### src/rtl/core/c_string_literal_unescape_macros.svh
// Assertion macros for the unescape block.
`ifndef C_STRING_LITERAL_UNESCAPE_MACROS_SVH
`define C_STRING_LITERAL_UNESCAPE_MACROS_SVH

`ifndef NO_ASSERTIONS

`define CSU_ASSERT(label, clk, rst, prop) \
   label: assert property (@(posedge clk) disable iff (rst) prop) \
      else $error("csu assertion failed");

`define CSU_ASSERT_ALWAYS(label, clk, prop) \
   label: assert property (@(posedge clk) prop) \
      else $error("csu assertion failed");

`else

`define CSU_ASSERT(label, clk, rst, prop)

`define CSU_ASSERT_ALWAYS(label, clk, prop)

`endif

`endif

### src/rtl/core/csu_pkg.sv
package csu_pkg;

   typedef enum logic [9:0] {
      M_IDLE  = 10'b00_0000_0001,
      M_BODY  = 10'b00_0000_0010,
      M_ESC   = 10'b00_0000_0100,
      M_HEX   = 10'b00_0000_1000,
      M_OCT   = 10'b00_0001_0000,
      M_U4    = 10'b00_0010_0000,
      M_U8    = 10'b00_0100_0000,
      M_SBS   = 10'b00_1000_0000,
      M_SU    = 10'b01_0000_0000,
      M_U4LOW = 10'b10_0000_0000
   } mode_type;

   localparam logic [1:0] KIND_DATA = 2'd0;
   localparam logic [1:0] KIND_END  = 2'd1;
   localparam logic [1:0] KIND_ERR  = 2'd2;

   localparam logic [2:0] ERR_NONE   = 3'd0;
   localparam logic [2:0] ERR_OPEN   = 3'd1;
   localparam logic [2:0] ERR_UNTERM = 3'd2;
   localparam logic [2:0] ERR_UNIV   = 3'd3;
   localparam logic [2:0] ERR_SURR   = 3'd4;
   localparam logic [2:0] ERR_RANGE  = 3'd5;

   localparam logic [1:0] CSR_DELIMITER = 2'd0;
   localparam logic [1:0] CSR_CHECK_END = 2'd1;
   localparam logic [1:0] CSR_UNICODE   = 2'd2;

   localparam int MAX_RES = 4;

   typedef struct packed {
      logic [1:0] kind;
      logic [7:0] out_byte;
      logic [2:0] error_code;
   } res_type;

   typedef struct packed {
      logic [2:0]                  cnt;
      res_type [MAX_RES-1:0]       res;
   } grp_type;

   typedef struct packed {
      mode_type    mode;
      logic [31:0] acc;
      logic [3:0]  dcnt;
      logic [9:0]  hs;
   } st_type;

   typedef struct packed {
      logic [7:0] delimiter;
      logic       check_end;
      logic       unicode_escapes;
   } cfg_type;

   typedef struct packed {
      logic load;
      logic free;
   } buf_ctl_type;

   function automatic res_type data_res(input logic [7:0] b);
      res_type r;
      r.kind       = KIND_DATA;
      r.out_byte   = b;
      r.error_code = ERR_NONE;
      return r;
   endfunction

   function automatic res_type mark_res(input logic [1:0] k, input logic [2:0] e);
      res_type r;
      r.kind       = k;
      r.out_byte   = 8'h00;
      r.error_code = e;
      return r;
   endfunction

   // {valid, value}
   function automatic logic [4:0] hex_digit(input logic [7:0] b);
      logic [4:0] r;
      r = 5'd0;
      if (b >= 8'h30 && b <= 8'h39) begin
         r = {1'b1, 4'(b - 8'h30)};
      end else if (b >= 8'h61 && b <= 8'h66) begin
         r = {1'b1, 4'(b - 8'h57)};
      end else if (b >= 8'h41 && b <= 8'h46) begin
         r = {1'b1, 4'(b - 8'h37)};
      end
      return r;
   endfunction

   function automatic grp_type utf8_enc(input logic [31:0] cp);
      grp_type g;
      g = '0;
      if (cp < 32'h80) begin
         g.cnt    = 3'd1;
         g.res[0] = data_res(cp[7:0]);
      end else if (cp < 32'h800) begin
         g.cnt    = 3'd2;
         g.res[0] = data_res({3'b110, cp[10:6]});
         g.res[1] = data_res({2'b10, cp[5:0]});
      end else if (cp[31:8] == 24'h0000EE) begin
         g.cnt    = 3'd1;
         g.res[0] = data_res(cp[7:0]);
      end else if (cp < 32'h10000) begin
         g.cnt    = 3'd3;
         g.res[0] = data_res({4'hE, cp[15:12]});
         g.res[1] = data_res({2'b10, cp[11:6]});
         g.res[2] = data_res({2'b10, cp[5:0]});
      end else if (cp < 32'h110000) begin
         g.cnt    = 3'd4;
         g.res[0] = data_res({5'b11110, cp[20:18]});
         g.res[1] = data_res({2'b10, cp[17:12]});
         g.res[2] = data_res({2'b10, cp[11:6]});
         g.res[3] = data_res({2'b10, cp[5:0]});
      end
      return g;
   endfunction

endpackage

### src/rtl/core/csu_if.sv
interface csu_req_if;
   logic       valid;
   logic       ready;
   logic [7:0] in_byte;

   modport source (output valid, output in_byte, input ready);
   modport sink   (input valid, input in_byte, output ready);
endinterface

interface csu_rsp_if;
   logic       valid;
   logic       ready;
   logic [1:0] kind;
   logic [7:0] out_byte;
   logic [2:0] error_code;
   logic       last;

   modport source (output valid, output kind, output out_byte, output error_code,
                   output last, input ready);
   modport sink   (input valid, input kind, input out_byte, input error_code,
                   input last, output ready);
endinterface

interface csu_csr_if;
   logic       valid;
   logic       ready;
   logic [1:0] index;
   logic [7:0] data;

   modport source (output valid, output index, output data, input ready);
   modport sink   (input valid, input index, input data, output ready);
endinterface

### src/rtl/core/csu_decode.sv
module csu_decode (
   input  csu_pkg::st_type  st,
   input  csu_pkg::cfg_type cfg,
   input  logic [7:0]       in_byte,
   output csu_pkg::st_type  st_next,
   output csu_pkg::grp_type grp
);

   localparam logic [7:0] CH_BSLASH = 8'h5C;
   localparam logic [7:0] CH_TAB    = 8'h09;
   localparam logic [7:0] CH_LOW_U  = 8'h75;
   localparam logic [7:0] CH_UP_U   = 8'h55;
   localparam logic [7:0] CH_X      = 8'h78;

   typedef struct packed {
      logic              has;
      csu_pkg::res_type  res;
      csu_pkg::mode_type mode;
   } body_type;

   function automatic body_type body_step(input logic [7:0] b, input csu_pkg::cfg_type c);
      body_type r;
      r.has  = 1'b1;
      r.mode = csu_pkg::M_BODY;
      r.res  = csu_pkg::data_res(b);
      if (b == c.delimiter) begin
         r.res  = csu_pkg::mark_res(csu_pkg::KIND_END, csu_pkg::ERR_NONE);
         r.mode = csu_pkg::M_IDLE;
      end else if (b == CH_BSLASH) begin
         r.has  = 1'b0;
         r.mode = csu_pkg::M_ESC;
      end else if (b < 8'h20 && b != CH_TAB) begin
         if (c.check_end) begin
            r.res  = csu_pkg::mark_res(csu_pkg::KIND_ERR, csu_pkg::ERR_UNTERM);
            r.mode = csu_pkg::M_IDLE;
         end else if (b == 8'h00) begin
            r.res  = csu_pkg::mark_res(csu_pkg::KIND_END, csu_pkg::ERR_NONE);
            r.mode = csu_pkg::M_IDLE;
         end
      end
      return r;
   endfunction

   logic [4:0]  hx;
   logic [31:0] acc_sh;
   logic [31:0] acc_oct;
   logic [31:0] pair_cp;
   logic [3:0]  dnx;
   logic        is_oct;
   body_type    bd;

   always_comb begin
      st_next = st;
      grp     = '0;
      hx      = csu_pkg::hex_digit(in_byte);
      acc_sh  = {st.acc[27:0], 4'b0000} + {28'd0, hx[3:0]};
      acc_oct = {st.acc[28:0], 3'b000} + {29'd0, in_byte[2:0]};
      pair_cp = {12'd0, st.hs, acc_sh[9:0]} + 32'h10000;
      dnx     = st.dcnt + 4'd1;
      is_oct  = (in_byte[7:3] == 5'b00110);
      bd      = body_step(in_byte, cfg);

      case (st.mode)
         csu_pkg::M_IDLE: begin
            if (in_byte == cfg.delimiter) begin
               st_next.mode = csu_pkg::M_BODY;
            end else begin
               grp.cnt    = 3'd1;
               grp.res[0] = csu_pkg::mark_res(csu_pkg::KIND_ERR, csu_pkg::ERR_OPEN);
            end
         end
         csu_pkg::M_BODY: begin
            st_next.mode = bd.mode;
            grp.cnt      = {2'b00, bd.has};
            grp.res[0]   = bd.res;
         end
         csu_pkg::M_ESC: begin
            st_next.mode = csu_pkg::M_BODY;
            grp.cnt      = 3'd1;
            grp.res[0]   = csu_pkg::data_res(in_byte);
            case (in_byte)
               8'h61: grp.res[0] = csu_pkg::data_res(8'h07);
               8'h62: grp.res[0] = csu_pkg::data_res(8'h08);
               8'h74: grp.res[0] = csu_pkg::data_res(8'h09);
               8'h76: grp.res[0] = csu_pkg::data_res(8'h0B);
               8'h6E: grp.res[0] = csu_pkg::data_res(8'h0A);
               8'h72: grp.res[0] = csu_pkg::data_res(8'h0D);
               8'h66: grp.res[0] = csu_pkg::data_res(8'h0C);
               CH_X: begin
                  grp.cnt      = 3'd0;
                  st_next.acc  = 32'd0;
                  st_next.dcnt = 4'd0;
                  st_next.mode = csu_pkg::M_HEX;
               end
               CH_LOW_U, CH_UP_U: begin
                  if (cfg.unicode_escapes) begin
                     grp.cnt      = 3'd0;
                     st_next.acc  = 32'd0;
                     st_next.dcnt = 4'd0;
                     st_next.mode = (in_byte == CH_LOW_U) ? csu_pkg::M_U4 : csu_pkg::M_U8;
                  end
               end
               default: begin
                  if (is_oct) begin
                     grp.cnt      = 3'd0;
                     st_next.acc  = {29'd0, in_byte[2:0]};
                     st_next.dcnt = 4'd1;
                     st_next.mode = csu_pkg::M_OCT;
                  end
               end
            endcase
         end
         csu_pkg::M_HEX: begin
            if (hx[4]) begin
               st_next.acc = acc_sh;
            end else begin
               st_next.mode = bd.mode;
               grp.cnt      = {2'b00, bd.has} + 3'd1;
               grp.res[0]   = csu_pkg::data_res(st.acc[7:0]);
               grp.res[1]   = bd.res;
            end
         end
         csu_pkg::M_OCT: begin
            if (is_oct) begin
               st_next.acc  = acc_oct;
               st_next.dcnt = dnx;
               if (dnx >= 4'd3) begin
                  st_next.mode = csu_pkg::M_BODY;
                  grp.cnt      = 3'd1;
                  grp.res[0]   = csu_pkg::data_res(acc_oct[7:0]);
               end
            end else begin
               st_next.mode = bd.mode;
               grp.cnt      = {2'b00, bd.has} + 3'd1;
               grp.res[0]   = csu_pkg::data_res(st.acc[7:0]);
               grp.res[1]   = bd.res;
            end
         end
         csu_pkg::M_U4, csu_pkg::M_U8, csu_pkg::M_U4LOW: begin
            if (!hx[4]) begin
               st_next.mode = csu_pkg::M_IDLE;
               grp.cnt      = 3'd1;
               grp.res[0]   = csu_pkg::mark_res(csu_pkg::KIND_ERR, csu_pkg::ERR_UNIV);
            end else begin
               st_next.acc  = acc_sh;
               st_next.dcnt = dnx;
               if (st.mode == csu_pkg::M_U8) begin
                  if (dnx >= 4'd8) begin
                     if (acc_sh > 32'h10FFFF) begin
                        st_next.mode = csu_pkg::M_IDLE;
                        grp.cnt      = 3'd1;
                        grp.res[0]   = csu_pkg::mark_res(csu_pkg::KIND_ERR,
                                                         csu_pkg::ERR_RANGE);
                     end else begin
                        st_next.mode = csu_pkg::M_BODY;
                        grp          = csu_pkg::utf8_enc(acc_sh);
                     end
                  end
               end else if (dnx >= 4'd4) begin
                  if (st.mode == csu_pkg::M_U4) begin
                     if (acc_sh >= 32'hD800 && acc_sh <= 32'hDBFF) begin
                        st_next.hs   = acc_sh[9:0];
                        st_next.mode = csu_pkg::M_SBS;
                     end else begin
                        st_next.mode = csu_pkg::M_BODY;
                        grp          = csu_pkg::utf8_enc(acc_sh);
                     end
                  end else if (acc_sh >= 32'hDC00 && acc_sh <= 32'hDFFF) begin
                     st_next.mode = csu_pkg::M_BODY;
                     grp          = csu_pkg::utf8_enc(pair_cp);
                  end else begin
                     st_next.mode = csu_pkg::M_IDLE;
                     grp.cnt      = 3'd1;
                     grp.res[0]   = csu_pkg::mark_res(csu_pkg::KIND_ERR,
                                                      csu_pkg::ERR_SURR);
                  end
               end
            end
         end
         csu_pkg::M_SBS: begin
            if (in_byte == CH_BSLASH) begin
               st_next.mode = csu_pkg::M_SU;
            end else begin
               st_next.mode = csu_pkg::M_IDLE;
               grp.cnt      = 3'd1;
               grp.res[0]   = csu_pkg::mark_res(csu_pkg::KIND_ERR, csu_pkg::ERR_SURR);
            end
         end
         csu_pkg::M_SU: begin
            if (in_byte == CH_LOW_U) begin
               st_next.acc  = 32'd0;
               st_next.dcnt = 4'd0;
               st_next.mode = csu_pkg::M_U4LOW;
            end else begin
               st_next.mode = csu_pkg::M_IDLE;
               grp.cnt      = 3'd1;
               grp.res[0]   = csu_pkg::mark_res(csu_pkg::KIND_ERR, csu_pkg::ERR_SURR);
            end
         end
         default: begin
            st_next.mode = csu_pkg::M_IDLE;
         end
      endcase
   end

endmodule

### src/rtl/core/csu_out_buf.sv
module csu_out_buf (
   input  logic                 clock,
   input  logic                 reset,
   input  csu_pkg::grp_type     grp,
   input  logic                 load,
   output logic                 free,
   csu_rsp_if.source            rsp_ch
);

   csu_pkg::res_type [csu_pkg::MAX_RES-1:0] ents_ff, ents_in;
   logic [2:0] cnt_ff, cnt_in;
   logic [1:0] idx_ff, idx_in;
   logic       is_last;
   logic       xfer;

   assign is_last = ({1'b0, idx_ff} == (cnt_ff - 3'd1));
   assign xfer    = rsp_ch.valid && rsp_ch.ready;
   assign free    = (cnt_ff == 3'd0) || (xfer && is_last);

   assign rsp_ch.valid      = (cnt_ff != 3'd0);
   assign rsp_ch.kind       = ents_ff[idx_ff].kind;
   assign rsp_ch.out_byte   = ents_ff[idx_ff].out_byte;
   assign rsp_ch.error_code = ents_ff[idx_ff].error_code;
   assign rsp_ch.last       = is_last;

   always_comb begin
      ents_in = ents_ff;
      cnt_in  = cnt_ff;
      idx_in  = idx_ff;
      if (load) begin
         ents_in = grp.res;
         cnt_in  = grp.cnt;
         idx_in  = 2'd0;
      end else if (xfer) begin
         if (is_last) begin
            cnt_in = 3'd0;
            idx_in = 2'd0;
         end else begin
            idx_in = idx_ff + 2'd1;
         end
      end
   end

   always_ff @(posedge clock) begin
      ents_ff <= ents_in;
      if (reset) begin
         cnt_ff <= 3'd0;
         idx_ff <= 2'd0;
      end else begin
         cnt_ff <= cnt_in;
         idx_ff <= idx_in;
      end
   end

endmodule

### src/rtl/core/c_string_literal_unescape.sv
// Decodes a quoted C string literal one source byte per transaction on req_ch and emits
// decoded bytes, an end marker or an error on rsp_ch; rsp last flags the final result of
// each source byte. A byte enters every cycle when each byte yields at most one result and
// rsp_ch is ready; a byte yielding k results (UTF-8 sequences up to 4 bytes, a hex or octal value
// followed by its terminating byte) holds the input side until all k are taken from the
// single-entry result group register, which drains one result per cycle while rsp_ch is ready.
// A byte passes the input register and then the result register before its first rsp. csr_ch
// writes delimiter (index 0), check_end (1) and unicode_escapes (2), the delimiter in bits [7:0]
// and the flags in bit 0; it is always ready and is to be written only while the block is idle.
module c_string_literal_unescape (
   input  logic         clock,
   input  logic         reset,
   csu_req_if.sink      req_ch,
   csu_rsp_if.source    rsp_ch,
   csu_csr_if.sink      csr_ch
);

`include "c_string_literal_unescape_macros.svh"

   csu_pkg::cfg_type     cfg_ff, cfg_in;
   csu_pkg::st_type      st_ff, st_in, st_next;
   csu_pkg::grp_type     dec_grp;
   csu_pkg::buf_ctl_type bctl;
   logic [7:0] byte_ff, byte_in;
   logic       in_vld_ff, in_vld_in;
   logic       adv;

   csu_decode u_decode (
      .st      (st_ff),
      .cfg     (cfg_ff),
      .in_byte (byte_ff),
      .st_next (st_next),
      .grp     (dec_grp)
   );

   csu_out_buf u_out_buf (
      .clock  (clock),
      .reset  (reset),
      .grp    (dec_grp),
      .load   (bctl.load),
      .free   (bctl.free),
      .rsp_ch (rsp_ch)
   );

   assign adv          = in_vld_ff && ((dec_grp.cnt == 3'd0) || bctl.free);
   assign bctl.load    = adv && (dec_grp.cnt != 3'd0);
   assign req_ch.ready = !in_vld_ff || adv;
   assign csr_ch.ready = 1'b1;

   always_comb begin
      cfg_in = cfg_ff;
      if (csr_ch.valid && csr_ch.ready) begin
         case (csr_ch.index)
            csu_pkg::CSR_DELIMITER: cfg_in.delimiter       = csr_ch.data;
            csu_pkg::CSR_CHECK_END: cfg_in.check_end       = csr_ch.data[0];
            csu_pkg::CSR_UNICODE:   cfg_in.unicode_escapes = csr_ch.data[0];
            default:                cfg_in                 = cfg_ff;
         endcase
      end
   end

   always_comb begin
      st_in     = adv ? st_next : st_ff;
      in_vld_in = in_vld_ff;
      byte_in   = byte_ff;
      if (req_ch.valid && req_ch.ready) begin
         in_vld_in = 1'b1;
         byte_in   = req_ch.in_byte;
      end else if (adv) begin
         in_vld_in = 1'b0;
      end
   end

   always_ff @(posedge clock) begin
      byte_ff <= byte_in;
      if (reset) begin
         cfg_ff.delimiter       <= 8'd34;
         cfg_ff.check_end       <= 1'b1;
         cfg_ff.unicode_escapes <= 1'b1;
         st_ff.mode             <= csu_pkg::M_IDLE;
         st_ff.acc              <= 32'd0;
         st_ff.dcnt             <= 4'd0;
         st_ff.hs               <= 10'd0;
         in_vld_ff              <= 1'b0;
      end else begin
         cfg_ff    <= cfg_in;
         st_ff     <= st_in;
         in_vld_ff <= in_vld_in;
      end
   end

   `CSU_ASSERT(a_mark_byte_zero, clock, reset, (rsp_ch.valid && rsp_ch.kind != csu_pkg::KIND_DATA) |-> (rsp_ch.out_byte == 8'h00))
   `CSU_ASSERT(a_err_code_kind, clock, reset, rsp_ch.valid |-> ((rsp_ch.kind == csu_pkg::KIND_ERR) == (rsp_ch.error_code != csu_pkg::ERR_NONE)))
   `CSU_ASSERT(a_err_to_idle, clock, reset, (adv && dec_grp.cnt == 3'd1 && dec_grp.res[0].kind == csu_pkg::KIND_ERR) |=> (st_ff.mode == csu_pkg::M_IDLE))

endmodule
### src/flat_wrapper.sv
// flat-port wrapper written by rule: the top's interface ports become plain ports
module c_string_literal_unescape_flat 
  (clock, reset, req_ch_valid, req_ch_in_byte, req_ch_ready, rsp_ch_valid, rsp_ch_kind, rsp_ch_out_byte, rsp_ch_error_code, rsp_ch_last, rsp_ch_ready, csr_ch_valid, csr_ch_index, csr_ch_data, csr_ch_ready);
  csu_req_if req_ch_i ();
  csu_rsp_if rsp_ch_i ();
  csu_csr_if csr_ch_i ();
  input  logic clock;
  input  logic reset;
  input wire logic [$bits(req_ch_i.valid)-1:0] req_ch_valid;
  input wire logic [$bits(req_ch_i.in_byte)-1:0] req_ch_in_byte;
  output wire logic [$bits(req_ch_i.ready)-1:0] req_ch_ready;
  output wire logic [$bits(rsp_ch_i.valid)-1:0] rsp_ch_valid;
  output wire logic [$bits(rsp_ch_i.kind)-1:0] rsp_ch_kind;
  output wire logic [$bits(rsp_ch_i.out_byte)-1:0] rsp_ch_out_byte;
  output wire logic [$bits(rsp_ch_i.error_code)-1:0] rsp_ch_error_code;
  output wire logic [$bits(rsp_ch_i.last)-1:0] rsp_ch_last;
  input wire logic [$bits(rsp_ch_i.ready)-1:0] rsp_ch_ready;
  input wire logic [$bits(csr_ch_i.valid)-1:0] csr_ch_valid;
  input wire logic [$bits(csr_ch_i.index)-1:0] csr_ch_index;
  input wire logic [$bits(csr_ch_i.data)-1:0] csr_ch_data;
  output wire logic [$bits(csr_ch_i.ready)-1:0] csr_ch_ready;
  assign req_ch_i.valid = req_ch_valid;
  assign req_ch_i.in_byte = req_ch_in_byte;
  assign req_ch_ready = req_ch_i.ready;
  assign rsp_ch_valid = rsp_ch_i.valid;
  assign rsp_ch_kind = rsp_ch_i.kind;
  assign rsp_ch_out_byte = rsp_ch_i.out_byte;
  assign rsp_ch_error_code = rsp_ch_i.error_code;
  assign rsp_ch_last = rsp_ch_i.last;
  assign rsp_ch_i.ready = rsp_ch_ready;
  assign csr_ch_i.valid = csr_ch_valid;
  assign csr_ch_i.index = csr_ch_index;
  assign csr_ch_i.data = csr_ch_data;
  assign csr_ch_ready = csr_ch_i.ready;
  c_string_literal_unescape u_core (.clock(clock), .reset(reset), .req_ch(req_ch_i), .rsp_ch(rsp_ch_i), .csr_ch(csr_ch_i));
endmodule
### config.mk
export PLATFORM = sky130hd
export DESIGN_NAME = c_string_literal_unescape_flat
export DESIGN_NICKNAME = d
export VERILOG_FILES = /design/src/rtl/core/csu_pkg.sv /design/src/rtl/core/csu_if.sv /design/src/rtl/core/csu_decode.sv /design/src/rtl/core/csu_out_buf.sv /design/src/rtl/core/c_string_literal_unescape.sv /design/src/flat_wrapper.sv
export VERILOG_INCLUDE_DIRS = /design/src /design/src/rtl/core
export SDC_FILE = /design/constraint.sdc
export NUM_CORES = 1
export LEC_CHECK = 0
export ABC_AREA = 1
export BUFFER_PORTS_ARGS = -buffer_cell sky130_fd_sc_hd__buf_2
export CELL_PAD_IN_SITES_DETAIL_PLACEMENT = 1
export CELL_PAD_IN_SITES_GLOBAL_PLACEMENT = 2
export CORE_MARGIN = 5
export CORE_UTILIZATION = 31
export CTS_CLUSTER_SIZE = 25
export DETAILED_ROUTE_END_ITERATION = 7
export GPL_ROUTABILITY_DRIVEN = 0
export PLACE_DENSITY_LB_ADDON = 0.12
export SLEW_MARGIN = 20
export SYNTH_ARGS = -nofsm -noshare
export SYNTH_HDL_FRONTEND = slang
export SYNTH_SLANG_ARGS = --single-unit
### constraint.sdc
create_clock -name clock -period 3 [get_ports clock]
set_input_delay 0.3 -clock clock [delete_from_list [all_inputs] [get_ports clock]]
set_output_delay 0.3 -clock clock [all_outputs]
set_load 0.01 [all_outputs]
# [Yosys cells after proc, flatten, opt, wreduce, memory -nomap -nowiden]
# Cells that the tools add are included.
[totals] in_bits=23 output_inout_bits=17 word_cells=295 register_bits=128
[op_classes] mux=157 bitwise=1 addsub=10 reduce_logical=39 n_eq_ne=41 n_lt_le_gt_ge=24
[op_table] op="55-bit two-way mux" n=32
[op_table] op="39-bit two-way mux" n=23
[op_table] op="13-bit two-way mux" n=19
[op_table] op="26-bit two-way mux" n=7
[op_table] op="10-bit two-way mux" n=15
[op_table] op="28-bit case mux with 5 select lines" n=1
[op_table] op="43-bit case mux with 3 select lines" n=1
[op_table] op="13-bit case mux with 8 select lines" n=1
[op_table] op="8-bit by 7-bit == test with 1-bit output (second input constant)" n=11
[op_table] op="10-bit case mux with 8 select lines" n=1
[op_table] op="11-bit case mux with 7 select lines" n=1
[op_table] op="23-bit two-way mux" n=3
[op_table] op="32-bit by 16-bit >= comparator with 1-bit output (second input constant)" n=2
[op_table] op="32-bit by 16-bit <= comparator with 1-bit output (second input constant)" n=2
[op_table] op="32-bit two-way mux" n=2
[op_table] op="3-bit two-way mux" n=19
[op_table] op="43-bit two-way mux" n=1
[op_table] op="42-bit two-way mux" n=1
[op_table] op="41-bit two-way mux" n=1
[op_table] op="13-bit case mux with 3 select lines" n=1
[op_table] op="32-bit by 4-bit adder with 32-bit output" n=1
[op_table] op="32-bit by 21-bit greater-than comparator with 1-bit output (second input constant)" n=1
[op_table] op="32-bit by 12-bit < comparator with 1-bit output (second input constant)" n=1
[op_table] op="32-bit by 17-bit < comparator with 1-bit output (second input constant)" n=1
[op_table] op="78 further kinds" n=124

# [Depth between registers and ports, before layout]
[logic_depth] word_depth=39 mapped_depth=22 mapped_depth_nobuf=20

# [Modules after synthesis]
# A second synthesis with hierarchy kept.
[hier_totals] hier_cells=1748 hier_area_um2=10950.5
[by_module_without_submodules] mod="csu_decode" cells_each=1141 seq_area_each_um2=0.0 instances=1 area_per_inst_um2=5541.6
[by_module_without_submodules] mod="c_string_literal_unescape" cells_each=436 seq_area_each_um2=1581.5 instances=1 area_per_inst_um2=3198.1
[by_module_without_submodules] mod="csu_out_buf" cells_each=171 seq_area_each_um2=1661.6 instances=1 area_per_inst_um2=2210.9

# [Worst setup path after synthesis]
# Ideal clock, no wire load.
[synth_timing] kind="register to register" startpoint="register u_core.byte_ff[0]" endpoint="register u_core.u_out_buf.ents_ff[0] (netlist name), enable pin" arrival_ps=2951 path_stages_with_launch=19 path_buffers=1 setup_ps=392 setup_slack_ps=-343 required_ps=2608 period_less_slack_ps=3343 path_cell_list="edfxtp_1 clkbuf_1 inv_1 ha_1 nand2_1 nand3_1 nand2_1 nand2_2 o21ai_4 clkinv_2 nand2_1 nand2_1 nand2_1 nor2_1 nand2_1 nor2_4 nand2_4 nand3_1 inv_1"
[synth_between] elab_chain_cells=33 word_cells_on_any_way=110 cone_classes="add/sub: 6; order compare: 19; eq/ne: 14; mux: 59; reduce/logical: 12"
[synth_lines] element="start, declared" line="c_string_literal_unescape.sv:24" text="logic [7:0] byte_ff, byte_in;"
[synth_lines] element="start signal, assigned" line="c_string_literal_unescape.sv:75" text="byte_ff <= byte_in;"
[synth_lines] element="8-bit by 7-bit >= comparator with 1-bit output / 8-bit by 7-bit <= comparator with 1-bit output (equally long branches)" line="csu_pkg.sv:86" text="end else if (b >= 8'h41 && b <= 8'h46) begin"
[synth_lines] element="1-bit logical AND" line="csu_pkg.sv:86"
[synth_lines] element="5-bit two-way mux" line="csu_pkg.sv:86"
[synth_lines] element="5-bit two-way mux" line="csu_pkg.sv:84" text="end else if (b >= 8'h61 && b <= 8'h66) begin"
[synth_lines] element="5-bit two-way mux" line="csu_pkg.sv:82" text="if (b >= 8'h30 && b <= 8'h39) begin"
[synth_lines] element="32-bit by 4-bit adder with 32-bit output" line="csu_decode.sv:56" text="acc_sh = {st.acc[27:0], 4'b0000} + {28'd0, hx[3:0]};"
[synth_lines] element="20-bit by 17-bit adder with 21-bit output" line="csu_decode.sv:58" text="pair_cp = {12'd0, st.hs, acc_sh[9:0]} + 32'h10000;"
[synth_lines] element="21-bit < comparator" line="csu_pkg.sv:110" text="end else if (cp < 32'h110000) begin"
[synth_lines] element="[... 18 more ...]"
[synth_lines] element="55-bit two-way mux" line="csu_decode.sv:147" text="if (st.mode == csu_pkg::M_U8) begin"
[synth_lines] element="3-bit two-way mux" line="csu_decode.sv:140" text="if (!hx[4]) begin"
[synth_lines] element="3-bit case mux with 8 select lines *" line="csu_decode.sv:63" text="case (st.mode)"
[synth_lines] element="3-bit zero test" line="c_string_literal_unescape.sv:45" text="assign adv = in_vld_ff && ((dec_grp.cnt == 3'd0) || bctl.free);"
[synth_lines] element="1-bit logical OR" line="c_string_literal_unescape.sv:45"
[synth_lines] element="1-bit logical AND" line="c_string_literal_unescape.sv:45"
[synth_lines] element="1-bit logical AND *" line="c_string_literal_unescape.sv:46" text="assign bctl.load = adv && (dec_grp.cnt != 3'd0);"
[synth_lines] element="via u_core.u_out_buf.load" line="csu_out_buf.sv:5" text="input logic load,"
[synth_lines] element="end signal, assigned" line="csu_out_buf.sv:45" text="ents_ff <= ents_in;"
[synth_lines] element="end, declared" line="csu_out_buf.sv:10" text="csu_pkg::res_type [csu_pkg::MAX_RES-1:0] ents_ff, ents_in;"
# The timed path passes the listed nets; every way through them passes the cells marked *. The select of a mux whose other input is x is not followed.
# A chain may end at the register's enable or synchronous reset.

# [Worst setup path in the final report]
[layout_timing] startpoint="register u_core.byte_ff[6]" endpoint="output port req_ch_ready"
[layout_between] elab_chain_cells=33 word_cells_on_any_way=108 cone_classes="add/sub: 3; order compare: 19; eq/ne: 15; mux: 60; reduce/logical: 11"
[layout_lines] element="8-bit by 7-bit >= comparator with 1-bit output / 8-bit by 7-bit <= comparator with 1-bit output (equally long branches)" line="csu_pkg.sv:86"
[layout_lines] element="1-bit logical AND" line="csu_pkg.sv:86"
[layout_lines] element="5-bit two-way mux" line="csu_pkg.sv:86"
[layout_lines] element="5-bit two-way mux" line="csu_pkg.sv:84"
[layout_lines] element="5-bit two-way mux" line="csu_pkg.sv:82"
[layout_lines] element="32-bit by 4-bit adder with 32-bit output" line="csu_decode.sv:56"
[layout_lines] element="20-bit by 17-bit adder with 21-bit output" line="csu_decode.sv:58"
[layout_lines] element="21-bit < comparator" line="csu_pkg.sv:110"
[layout_lines] element="[... 17 more ...]"
[layout_lines] element="55-bit two-way mux" line="csu_decode.sv:159" text="end else if (dnx >= 4'd4) begin"
[layout_lines] element="55-bit two-way mux" line="csu_decode.sv:147"
[layout_lines] element="3-bit two-way mux" line="csu_decode.sv:140"
[layout_lines] element="3-bit case mux with 8 select lines *" line="csu_decode.sv:63"
[layout_lines] element="3-bit zero test *" line="c_string_literal_unescape.sv:45"
[layout_lines] element="1-bit logical OR *" line="c_string_literal_unescape.sv:45"
[layout_lines] element="1-bit logical AND *" line="c_string_literal_unescape.sv:45"
[layout_lines] element="1-bit logical OR *" line="c_string_literal_unescape.sv:47" text="assign req_ch.ready = !in_vld_ff || adv;"
[layout_lines] element="end, declared" line="flat_wrapper.sv:11" text="output wire logic [$bits(req_ch_i.ready)-1:0] req_ch_ready;"
# Mark *: on every way between the ends. The rest lies on a longest branch, timed or not. The select of a mux whose other input is x is not followed.

==> run_results.csv <==
group,metric,value,unit
place,port_buffers,38,
pwr,p_leak,4.66,nW
synth,yosys-top-cells-count,"nand2_1 (284), nor2_1 (187), inv_1 (170)",
worst_setup_path,worstPathArrival,2.63,ns
worst_setup_path,cpMostUsedCell,"nand2_2",
floorplan,start_util,31.2,%
synth,synth_ff_type,"dfxtp_1",
synth,syn_nets,1380,
clock_tree,cts_buffer_depth,2,
worst_setup_path,crit_fanout,7,
worst_setup_path,path_delay_family,"simple AND/OR/NAND/NOR gates",
clock_tree,htreeDepth,4,
finish,area_growth,24.4,%
timing,hold_viol_final,0,
synth,synth_top_family_by_area,"simple AND/OR/NAND/NOR gates",
timing,fmax,341,MHz
floorplan,die_area,0.0312,mm2
pwr,ir_drop,0.346,mV
pwr,power_density,542,mW/mm2
route,wirelength,35.5,mm
global_route,grt_overflow,0,
synth,yosys.cell_count.top_type,"nand2_1",
clock_tree,ctsHoldBuffers,0,
global_route,grt_pass1_vias,9605,
synth,ys_ff_latch,113,
synth,synth_top_cell_by_area,"dfxtp_1",
timing,maxSlewViolCount,0,
synth,ys_top_cells_by_area,"dfxtp_1 (16%), edfxtp_1 (16%), nand2_1 (12%)",
synth,synthAdderAreaFrac,1.45,%
route,num_vias,9544,
clock_tree,cts-root-buf,"clkbuf_16",
global_route,grt_antenna_before_repair,0,
synth,syn_area,0.00860,mm2
worst_setup_path,worstPathRequired,2.70,ns
synth,netlist.area_leader.share,15.8,%
worst_hold_path,hold_class,"in -> reg",
global_route,grt_pass1_wl,55.5,mm
synth,async_flop_share,0,%
timing,setup_viol,0,
worst_setup_path,path_cells,"buf_4 -> nor3_4 -> nand2_2 -> buf_4 -> nor2_2 -> nand2_2 -> nand2_1 -> nor2_2 -> nand2_2 -> nor2_4 -> nand2_4 -> nand3_2 -> buf_6",
global_route,grtUsageMet3,2.74,%
route,antenna_left,0,
timing,tightest_slew,0.789,ns
global_route,grt_usage,22.8,%
synth,synth_mux_area_share,0,%
worst_setup_path,crit_path_max_incr_delay,0.50,ns
synth,ys_warn_count,0,
route,routedWlPerCell,19.2,um
clock_tree,numClockSinks,113,
clock_tree,cts_buffers,17,
route,drt-initial-drc-count,603,
floorplan,core_area,0.0276,mm2
global_route,met1_usage,31.3,%
timing,fin_worst_skew,0.0131,ns
clock_tree,cts_tree,"yes",
timing,min_period,2.93,ns
finish,diodes,0,
route,dr.pass1.iters,5,
synth,synth_xor_area_share,1.32,%
floorplan,die_x,177,um
worst_setup_path,crit_type,"reg -> out",
timing,timing.final.ws_setup,0.0692,ns
place,dp_slack,-0.0630,ns
synth,yosysSeqAreaShare,31.5,%
worst_setup_path,crit_path_start_kind,"register",
worst_setup_path,endpoint_kind,"output port",
place,dpl.hpwl,27.3,mm
synth,synth_compound_area_share,16.1,%
timing,period_share,97.7,%
route,drc,0,
clock_tree,clk_pin_slew_worst_paths,0.07,ns
timing,relSlewSlack,47.0,%
global_route,grt_use_met2,37.6,%
synth,avgSynthCellArea,6.39,um2
floorplan,die_y,177,um
timing,setup_tns,0,ns
timing,rsz0062_at_grt,"true",
worst_setup_path,path_buf_inv,3,
worst_setup_path,cp_slowest_cell,"edfxtp_1",
route,via_per_inst,5.17,
global_route,grt_start_max_net_pins,39,
synth,synth_cells,1347,
flow_run,maxCapViolCount,0,
synth,synth_edf_count,45,
finish,final_net_count,1488,
synth,synthSimpleGateAreaFrac,36.8,%
global_route,grt.busiest_layer,"met2",
clock_tree,insertion_delay,0.43,ns
status,status,"finished, final reports clean",
floorplan,num_rows,61,
worst_setup_path,reg2reg_slack,0.14,ns
finish,finish.utilization,38.8,%
synth,ys_types,56,
floorplan,pin_count,40,
finish,drive_gt1_share,21.1,%
==> cells by family after synthesis <==
group,after synthesis
buffers and inverters,274
other,1
AND/OR/NAND/NOR,700
flip-flops,113
XOR/XNOR,13
adder cells (fa/ha/maj),10
AO/OA/AOI/OAI,236
==> path summary, 6_finish.rpt <==
check / endpoint / from / cells past startpoint
worst max-delay path: req_ch_ready / u_core.byte_ff[6]$_DFFE_PP_ / 13
worst min-delay path: u_core.byte_ff[6]$_DFFE_PP_ / req_ch_in_byte[6] / 1
worst max register to register: u_core.u_out_buf.ents_ff[32]$_SDFFCE_PN0P_ / u_core.byte_ff[6]$_DFFE_PP_ / 12
worst min register to register: u_core.st_ff[13]$_SDFFE_PP0P_ / u_core.st_ff[13]$_SDFFE_PP0P_ / 2
==> layer usage <==
layer	up-vias	share of wire (%)
li1	4686	-
met3	58	4.3
met4	0	2.4
met1	4589	47
met2	211	47
met5	-	0
==> sequential cells by signal, summed over array words and instances, names as in the netlist <==
register	flops
u_core.u_out_buf.ents_ff	37
u_core.cfg_ff	10
u_core.u_out_buf.idx_ff	2
u_core.st_ff	52
u_core.u_out_buf.cnt_ff	3
u_core.in_vld_ff	1
u_core.byte_ff	8
==> per-stage QoR <==
step	total power [mW]	instance area (um2)	instances	hold WS, ns
after floorplan	2.92	8610	1347	0.399
after global placement	3.62	9760	1797	0.471
after detailed placement	3.64	9760	1797	0.467
after CTS	5.74	10400	1831	0.0404
after global routing	6.11	10700	1846	0.0445
final	5.80	10700	1846	0.0456
==> timing repair <==
action,4_1_cts,5_1_grt
setup endpoints to repair,14,116
gates cloned,0,1
gates resized for setup,9,47
buffers inserted,2,14
pin swaps,2,8
hold endpoints to repair,0,0
==> area by class of cell <==
type                    count  area [um2]
clock buffers              21         487
clock inverters            11         100
fillers                  3569       16900
inverters                 214         810
multi-input cells         961        5010
flip-flops and latches    113        2720
well taps                 378         473
repair buffers            148        1100
==> where the power goes <==
group          internal (mW)  total [mW]  switching [mW]
clock network           1.25        2.07           0.823
logic                  0.639        1.89            1.26
registers               1.75        1.83          0.0785
total                   3.64        5.80            2.16
==> cells in the final DEF (no fill, tap or decap), drive strengths merged, types with 6 or more instances in the layout <==
master,count
a21oi,45
a221oi,6
buf,148
clkbuf,21
clkinv,8
dfxtp,68
edfxtp,45
ha,10
inv,211
nand2,295
nand3,101
nand4,70
nor2,199
nor3,24
o211ai,8
o21ai,111
o22ai,39
or2,6
xor2,10
Power figures use the tool's default switching activity.
